--- src/rtl/core/sst_pkg.sv ---
package sst_pkg;

    localparam int DEF_TABLE_DEPTH = 32;
    localparam int DEF_MAX_SCOPE   = 15;
    localparam int DEF_KEY_BITS    = 32;

    typedef enum logic [2:0] {
        KIND_DECL   = 3'd0,
        KIND_ASSIGN = 3'd1,
        KIND_ARITH  = 3'd2,
        KIND_ENTER  = 3'd3,
        KIND_EXIT   = 3'd4
    } kind_e;

    typedef enum logic [2:0] {
        STAT_OK       = 3'd0,
        STAT_DUP      = 3'd1,
        STAT_LEFT     = 3'd2,
        STAT_RIGHT    = 3'd3,
        STAT_FULL     = 3'd4,
        STAT_SCOPE    = 3'd5
    } status_e;

    typedef enum logic [1:0] {
        S_IDLE,
        S_SCAN,
        S_DONE
    } state_e;

    typedef struct packed {
        logic [2:0]  kind;
        logic [31:0] left_key;
        logic        left_is_name;
        logic [31:0] right_key;
        logic        right_is_name;
    } req_t;

    typedef struct packed {
        logic [2:0] status;
        logic [3:0] scope_depth;
    } rsp_t;

    // search token handed from cell to cell
    typedef struct packed {
        logic live;
        logic lhit;
        logic rhit;
        logic dup;
        logic free_seen;
    } tok_t;

    // commit command broadcast to every cell
    typedef struct packed {
        logic decl;
        logic leave;
    } cmd_t;

endpackage

--- src/rtl/core/sst_ctrl.sv ---
module sst_ctrl
    import sst_pkg::*;
#(
    parameter int MAX_SCOPE = DEF_MAX_SCOPE,
    parameter int KW        = 32,
    parameter int SW        = 4
)
(
    input  logic          clk,
    input  logic          rst_n,
    input  logic          req_valid,
    output logic          req_stall,
    input  req_t          req,
    output logic          rsp_valid,
    input  logic          rsp_stall,
    output rsp_t          rsp,
    output logic [KW-1:0] lkey,
    output logic [KW-1:0] rkey,
    output logic [SW-1:0] level,
    output cmd_t          cmd,
    output tok_t          tok_first,
    input  tok_t          tok_last
);

    state_e        state_reg, state_next;
    logic [2:0]    kind_reg, kind_next;
    logic          lname_reg, lname_next;
    logic          rname_reg, rname_next;
    logic [KW-1:0] lkey_reg, lkey_next;
    logic [KW-1:0] rkey_reg, rkey_next;
    logic [SW-1:0] level_reg, level_next;
    logic          start_reg, start_next;
    tok_t          flag_reg, flag_next;
    logic          rsp_valid_reg, rsp_valid_next;
    rsp_t          rsp_reg, rsp_next;

    always_comb
    begin
        logic [2:0]    status;
        logic [SW+3:0] depth_ext;

        state_next     = state_reg;
        kind_next      = kind_reg;
        lname_next     = lname_reg;
        rname_next     = rname_reg;
        lkey_next      = lkey_reg;
        rkey_next      = rkey_reg;
        level_next     = level_reg;
        start_next     = 1'b0;
        flag_next      = flag_reg;
        rsp_next       = rsp_reg;
        rsp_valid_next = rsp_valid_reg && rsp_stall;
        cmd            = '0;
        req_stall      = 1'b1;
        status         = STAT_OK;
        depth_ext      = '0;

        unique case (state_reg)
            S_IDLE:
            begin
                req_stall = 1'b0;
                if (req_valid)
                begin
                    kind_next  = req.kind;
                    lname_next = req.left_is_name;
                    rname_next = req.right_is_name;
                    lkey_next  = req.left_key[KW-1:0];
                    rkey_next  = req.right_key[KW-1:0];
                    start_next = 1'b1;
                    state_next = S_SCAN;
                end
            end
            S_SCAN:
            begin
                if (tok_last.live)
                begin
                    flag_next  = tok_last;
                    state_next = S_DONE;
                end
            end
            S_DONE:
            begin
                if (!rsp_valid_reg || !rsp_stall)
                begin
                    unique case (kind_reg)
                        KIND_DECL:
                        begin
                            if (flag_reg.dup)
                                status = STAT_DUP;
                            else if (!flag_reg.free_seen)
                                status = STAT_FULL;
                            else
                                cmd.decl = 1'b1;
                        end
                        KIND_ASSIGN:
                        begin
                            if (!flag_reg.lhit)
                                status = STAT_LEFT;
                            else if (rname_reg && !flag_reg.rhit)
                                status = STAT_RIGHT;
                        end
                        KIND_ARITH:
                        begin
                            if (lname_reg && !flag_reg.lhit)
                                status = STAT_LEFT;
                            else if (rname_reg && !flag_reg.rhit)
                                status = STAT_RIGHT;
                        end
                        KIND_ENTER:
                        begin
                            if (level_reg >= SW'(MAX_SCOPE))
                                status = STAT_SCOPE;
                            else
                                level_next = level_reg + 1'b1;
                        end
                        KIND_EXIT:
                        begin
                            if (level_reg == '0)
                                status = STAT_SCOPE;
                            else
                            begin
                                cmd.leave  = 1'b1;
                                level_next = level_reg - 1'b1;
                            end
                        end
                        default:
                        begin
                            status = STAT_OK;
                        end
                    endcase
                    depth_ext            = {4'b0, level_next};
                    rsp_next.status      = status;
                    rsp_next.scope_depth = depth_ext[3:0];
                    rsp_valid_next       = 1'b1;
                    state_next           = S_IDLE;
                end
            end
            default:
            begin
                state_next = S_IDLE;
            end
        endcase
    end

    always_ff @(posedge clk or negedge rst_n)
    begin
        if (!rst_n)
        begin
            state_reg     <= S_IDLE;
            level_reg     <= '0;
            start_reg     <= 1'b0;
            rsp_valid_reg <= 1'b0;
        end
        else
        begin
            state_reg     <= state_next;
            level_reg     <= level_next;
            start_reg     <= start_next;
            rsp_valid_reg <= rsp_valid_next;
        end
    end

    always_ff @(posedge clk)
    begin
        kind_reg  <= kind_next;
        lname_reg <= lname_next;
        rname_reg <= rname_next;
        lkey_reg  <= lkey_next;
        rkey_reg  <= rkey_next;
        flag_reg  <= flag_next;
        rsp_reg   <= rsp_next;
    end

    always_comb
    begin
        tok_first      = '0;
        tok_first.live = start_reg;
    end

    assign lkey      = lkey_reg;
    assign rkey      = rkey_reg;
    assign level     = level_reg;
    assign rsp_valid = rsp_valid_reg;
    assign rsp       = rsp_reg;

endmodule

--- config.mk ---
export PLATFORM = sky130hd
export DESIGN_NAME = sst_ctrl
export DESIGN_NICKNAME = d
export VERILOG_FILES = /design/src/rtl/core/sst_pkg.sv /design/src/rtl/core/sst_ctrl.sv
export SDC_FILE = /design/constraint.sdc
export NUM_CORES = 1
export LEC_CHECK = 0
export ABC_CLOCK_PERIOD_IN_PS = 5920
export BUFFER_PORTS_ARGS = -buffer_cell sky130_fd_sc_hd__buf_2
export CORE_UTILIZATION = 45
export DETAILED_ROUTE_END_ITERATION = 10
export PLACE_DENSITY = 0.76
export SYNTH_ARGS = -nofsm -noshare
export SYNTH_HDL_FRONTEND = slang
export SYNTH_SLANG_ARGS = --single-unit
--- constraint.sdc ---
create_clock -name clk -period 5.92 [get_ports clk]
set_input_delay 1.184 -clock clk [delete_from_list [all_inputs] [get_ports clk]]
set_output_delay 1.184 -clock clk [all_outputs]
set_load 0.02 [all_outputs]
==> impl_metrics.yaml, run 1 <==
synthesis:
  ys.flop_type: "edfxtp_1"
  synth_edf_count: 80
  synth_top_area_cell: "edfxtp_1"
  synth.top_cell.area_share_pct: 76.6
  synthArstFlopShare_pct: 9.09
  avgSynthCellArea_um2: 18.9
  synth_area_leaders: "edfxtp_1 (77%), dfrtp_1 (6.4%), buf_4 (1.4%)"
  synth_most_common_cell: "edfxtp_1"
  yosys_warnings: 0
  syn_area_mm2: 0.00314
  synth.distinct_cells: 42
  synth_common_cells: "edfxtp_1 (80), nor2_1 (9), dfrtp_1 (8)"
  ys_seq_area_share_pct: 83.0
  synth-seq-cells: 88
  synthCells: 166
hold_path:
  min_path_type: "reg2reg"
cells_and_area:
  diodes: 0
  final_layout_size_suffix_gt1_share_pct: 54.2
  area_delta_synth_final_pct: 33.5
  final_cells: 414
  finalNetCount: 409
  post-route-cell-area_mm2: 0.00419
sta:
  fin_worst_skew_ns: 0.00851
  fin_ws_ns: 2.84
  slew-limit-headroom_pct: 34.3
  tns_ns: 0
  hold_viol: 0
  fin_crit_sh_pct: 52.0
  maxSlewViolCount: 0
  rsz0062_at_grt: "false"
  setup_viol: 0
  clock.fmax_mhz: 325
  tightest_slew_ns: 0.983
  min_period_ns: 3.08
placed_design:
  dp_slack_ns: 2.83
  dpl.hpwl_um: 4680
  portBuffers: 157
  dp_cells: 398
  gp_congestion: 0.877
  placed_area_mm2: 0.00398
detailed_routing:
  vias_per_cell: 4.79
  drtAntennaViolNets: 0
  wirelength_um: 6190
  wl_per_cell_um: 15.0
  drc: 0
  drt_first_pass_iters: 4
  drt-initial-drc-count: 65
  vias: 1985
floorplan:
  core_area_mm2: 0.00676
  start_util_pct: 46.4
  die_area_mm2: 0.00731
  boundaryPins: 162
  die_h_um: 85.5
  row_count: 30
  die_w_um: 85.5
clock_network:
  clockRootBuffer: "clkbuf_8"
  htree_levels: 3
  ctsHoldBuffers: 0
  post_cts_buffers: 0
  cts_resized: 0
  numCtsBuffers: 9
  cts_tree: "done"
  cts_num_sinks: 88
  insertion_delay_ns: 0.35
  path_clk_slew_ns: 0.08
  clk_path_buf_depth: 2
global_route:
  grt.total_usage_pct: 17.4
  grt_pass1_vias: 1954
  grt_first_pass_wirelength_um: 9190
  grt_max_degree: 38
  antenna_found_initial: 0
  overflow: 0
critical_path:
  path_class: "in2out"
  worstSetupEndpointType: "output pin"
  cp.required_ns: 4.74
  path_max_fanout: 6
  cp.arrival_ns: 1.89
  cp-start-kind: "primary input"
pwr:
  p_sw_mw: 0.444
  powerDensity_mw_per_mm2: 363
  vdd_drop_max_mv: 0.243
  p_comb_share_pct: 18.9
  switching_share_pct: 29.2
  clkPwrFrac_pct: 27.6
  p_int_mw: 1.07
  leakagePower_nw: 1.80
  seqPwrFrac_pct: 53.5
outcome:
  status: "complete, no violations"
job:
  cap_violations: 0
==> critical path, cell delays in order <==
cell	delay (ns)
buf_2	0.10
nand2_1	0.10
nand2b_1	0.15
nor3_1	0.17
buf_2	0.19
==> worst paths after layout <==
check                              from            to  slack (ns)  depth (start not counted)
setup / recovery              rsp_stall        cmd[1]        2.84                          5
hold / removal             state_reg[1]  state_reg[0]        0.51                          1
max in group asynchronous         rst_n     start_reg        5.08                          1
hold reg to reg            state_reg[1]  state_reg[0]        0.51                          1
min in group asynchronous         rst_n     rsp_valid        0.67                          1
setup reg to reg           state_reg[1]       rkey[7]        3.50                          3
==> metal layers <==
layer / part of all wire (%) / track usage (%) / up-vias
li1: - / - / 940
met1: 35 / 17.1 / 921
met2: 52 / 30.5 / 108
met3: 9.0 / 7.39 / 16
met4: 3.4 / 10.5 / 0
met5: 0 / 0 / -
==> logic make-up after synthesis <==
group	count (synthesis)	share of synthesized area, %
mux	2	0.798
xor+xnor	3	0.838
other cells	1	0.120
simple gates	36	7.06
flops	88	83.0
buf+inv	15	2.79
compound gates	19	4.59
fa+ha+maj	2	0.798
==> power groups by stage <==
stage	clock network (mW)	registers, mW	logic, mW
after floorplan	0	0.888	0.127
after global placement	0	0.822	0.283
after detailed placement	0	0.825	0.289
after CTS	0.431	0.811	0.290
after global routing	0.452	0.820	0.310
final	0.419	0.812	0.288
==> layout by cell type, fill, tap and decap left out, drive strengths merged, types with 2 or more instances in the layout <==
| cell | n |
|---|---|
| nand2 | 6 |
| nor3 | 3 |
| nand3b | 2 |
| o21ai | 5 |
| nor2 | 9 |
| a2bb2oi | 3 |
| clkbuf | 10 |
| nor2b | 3 |
| inv | 9 |
| nand3 | 2 |
| buf | 158 |
| xnor2 | 3 |
| ha | 2 |
| nand2b | 3 |
| nand4b | 2 |
| dfrtp | 8 |
| conb | 4 |
| edfxtp | 80 |
==> cell type report <==
cell class / count / area, µm²
Tap cell: 80 / 100
Fill cell: 532 / 2570
Timing Repair Buffer: 158 / 793
Clock buffer: 10 / 128
Inverter: 6 / 22.5
Multi-Input combinational cell: 66 / 464
Sequential cell: 88 / 2600
Clock inverter: 6 / 75.1
==> stage by stage <==
| step | utilization [%] | hold WS, ns | total power [mW] |
|---|---|---|---|
| floorplan | - | 0.460 | 1.02 |
| CTS | 61.9 | 0.507 | 1.53 |
| global placement | 58.9 | 0.497 | 1.10 |
| finish | 61.9 | 0.513 | 1.52 |
| detailed placement | 58.9 | 0.491 | 1.11 |
| global route | 61.9 | 0.520 | 1.58 |
(Power assumes the default switching activity.)
==> inputs of run 2 (changes only) <==
- ABC_AREA: default -> 1
- ABC_CLOCK_PERIOD_IN_PS: 5920 -> 2900
- PLACE_DENSITY: 0.76 -> 0.75
- clock period: 5.92 -> 2.9 ns (I/O delays scaled with it)
==> run 2 against run 1 <==
- first-iteration DRC count is 22% lower
- area after synthesis up 1.3%
- flip-flop and latch count is the same
- clock power increased by 140%
==> impl_metrics.yaml, run 2 <==
synthesis:
  ys.flop_type: "edfxtp_1"
  synth_most_common_cell: "edfxtp_1"
  syn_area_mm2: 0.00318
  synthArstFlopShare_pct: 9.09
  synth_common_cells: "edfxtp_1 (80), nand2_1 (40), nand3_1 (14)"
  ys_seq_area_share_pct: 81.9
  synth_edf_count: 80
  synthCells: 201
  synth.distinct_cells: 25
  synth-seq-cells: 88
  avgSynthCellArea_um2: 15.8
  synth_area_leaders: "edfxtp_1 (76%), dfrtp_1 (6.3%), nand2_1 (4.7%)"
  synth_top_area_cell: "edfxtp_1"
  synth.top_cell.area_share_pct: 75.6
  yosys_warnings: 0
sta:
  clock.fmax_mhz: 431
  min_period_ns: 2.32
  maxSlewViolCount: 0
  slew-limit-headroom_pct: 61.8
  tightest_slew_ns: 0.571
  fin_crit_sh_pct: 79.9
  fin_ws_ns: 0.582
  rsz0062_at_grt: "false"
  whs_ns: 0.0596
  tns_ns: 0
  hold_viol: 0
  fin_worst_skew_ns: 0.00687
  setup_viol: 0
pwr:
  leakagePower_nw: 1.93
  p_total_mw: 3.75
  vdd_drop_max_mv: 0.561
  powerDensity_mw_per_mm2: 867
critical_path:
  path_max_fanout: 8
  path_class: "reg2out"
  worstSetupEndpointType: "output pin"
  cp.required_ns: 2.32
  crit_family: "flip-flops"
  cp-start-kind: "register"
  slowest_delay_ns: 0.49
  crit_slowest_cell: "dfrtp_1"
  cp.arrival_ns: 1.74
  crit_chain: "inv_1 > ha_1 > a21oi_1 > inv_1 > nor2_1 > buf_2"
  crit_top_cell: "inv_1"
  path_buf_inv: 3
cells_and_area:
  fill_cells: 535
  final_common_cell: "buf_2"
  final_layout_size_suffix_gt1_share_pct: 51.1
  multi_input_area_um2: 484
  area.sequential_mm2: 0.00260
  finalNetCount: 447
  diodes: 0
  final_cell_mix: "buf_2 (157), edfxtp_1 (80), nand2_1 (40)"
  area_delta_synth_final_pct: 36.1
detailed_routing:
  drt_first_pass_iters: 4
  drc: 0
  wirelength_um: 6500
  drtAntennaViolNets: 0
  vias_per_cell: 4.56
  vias: 2134
  wl_per_cell_um: 13.9
  drt-initial-drc-count: 51
global_route:
  grt_max_degree: 53
  antenna_found_initial: 0
  grt_first_pass_wirelength_um: 9520
  grt_pass1_vias: 2124
  grt_util_met2_pct: 30.1
  top_usage_layer: "met2"
  grt.total_usage_pct: 18.0
  met1_usage_pct: 18.6
  overflow: 0
  grtUsageMet3_pct: 7.60
placed_design:
  dpl.hpwl_um: 5030
  portBuffers: 157
  dp_slack_ns: 0.764
  gp_congestion: 0.873
clock_network:
  htree_levels: 3
  cts_tree: "done"
  ctsHoldBuffers: 0
  clockRootBuffer: "clkbuf_8"
  numCtsBuffers: 9
  path_clk_slew_ns: 0.09
  insertion_delay_ns: 0.34
  post_cts_buffers: 0
  cts_resized: 0
  clk_path_buf_depth: 2
  cts_num_sinks: 88
hold_path:
  min_path_type: "in2async"
floorplan:
  start_util_pct: 46.8
  boundaryPins: 162
  core_area_mm2: 0.00679
  row_count: 30
  die_w_um: 86.0
  die_area_mm2: 0.00740
  die_h_um: 86.0
outcome:
  status: "complete, no violations"
job:
  cap_violations: 0
-- run 2: cell types whose count changed after synthesis, moves of 3 or more --
cell,before,now
xnor2_1,3,0
nor2b_1,3,0
nand3_2,0,5
a21oi_1,1,5
nand2_1,6,40
nand3_1,2,14
inv_2,0,3
nand2b_1,3,0
inv_1,6,12
-- run 2: layout make-up --
type	instances	share of cell area (%)
Multi-Input combinational cell	94	11.2
Clock inverter	7	2.92
Tap cell	96	2.78
Clock buffer	9	2.87
Inverter	16	1.39
Timing Repair Buffer	158	18.6
Sequential cell	88	60.2
-- run 2: per-stage QoR --
stage	area, µm²	utilization, %	cells
global route	4320	63.6	468
detailed placement	4070	59.9	452
floorplan	3200	-	204
finish	4320	63.6	468
global placement	4070	59.9	452
CTS	4320	63.6	468
-- run 2: kinds of logic after synthesis --
| family | Yosys count | synth area share (%) |
|---|---|---|
| xor+xnor | 1 | 0.276 |
| simple gates | 75 | 11.3 |
| buf+inv | 22 | 3.43 |
| other cells | 1 | 0.118 |
| flops | 88 | 81.9 |
| compound gates | 12 | 2.21 |
| fa+ha+maj | 2 | 0.788 |
-- run 2: worst reg2reg max path: cells and delay by family, from the launching register on --
family        cells  cell delay [ns]
buf+inv           1             0.33
simple gates      2             0.78
flops             1             0.41
-- run 2: routing by layer --
metal	routed length, µm	up-vias	part of all wire [%]
li1	-	1035	-
met1	2360	977	36
met2	3330	103	51
met3	598	19	9.2
met4	209	0	3.2
met5	0	-	0
-- run 2: path summary, 6_finish.rpt --
check                      cells after the start  slack, ns          from         to
max                                            6       0.58      level[0]     cmd[0]
min                                            1       0.06         rst_n   level[1]
max reg2reg                                    3       1.03  state_reg[0]    rkey[1]
min reg2reg                                    1       0.53  state_reg[0]  rsp_valid
max in group asynchronous                      1       2.67         rst_n   level[2]
min in group clk                               1       0.40       req[38]    lkey[4]
-- run 2: report_power, final --
part	switching (mW)	total (mW)	internal (mW)
clock network	0.437	1.02	0.584
logic	0.652	0.945	0.293
registers	0.103	1.78	1.68
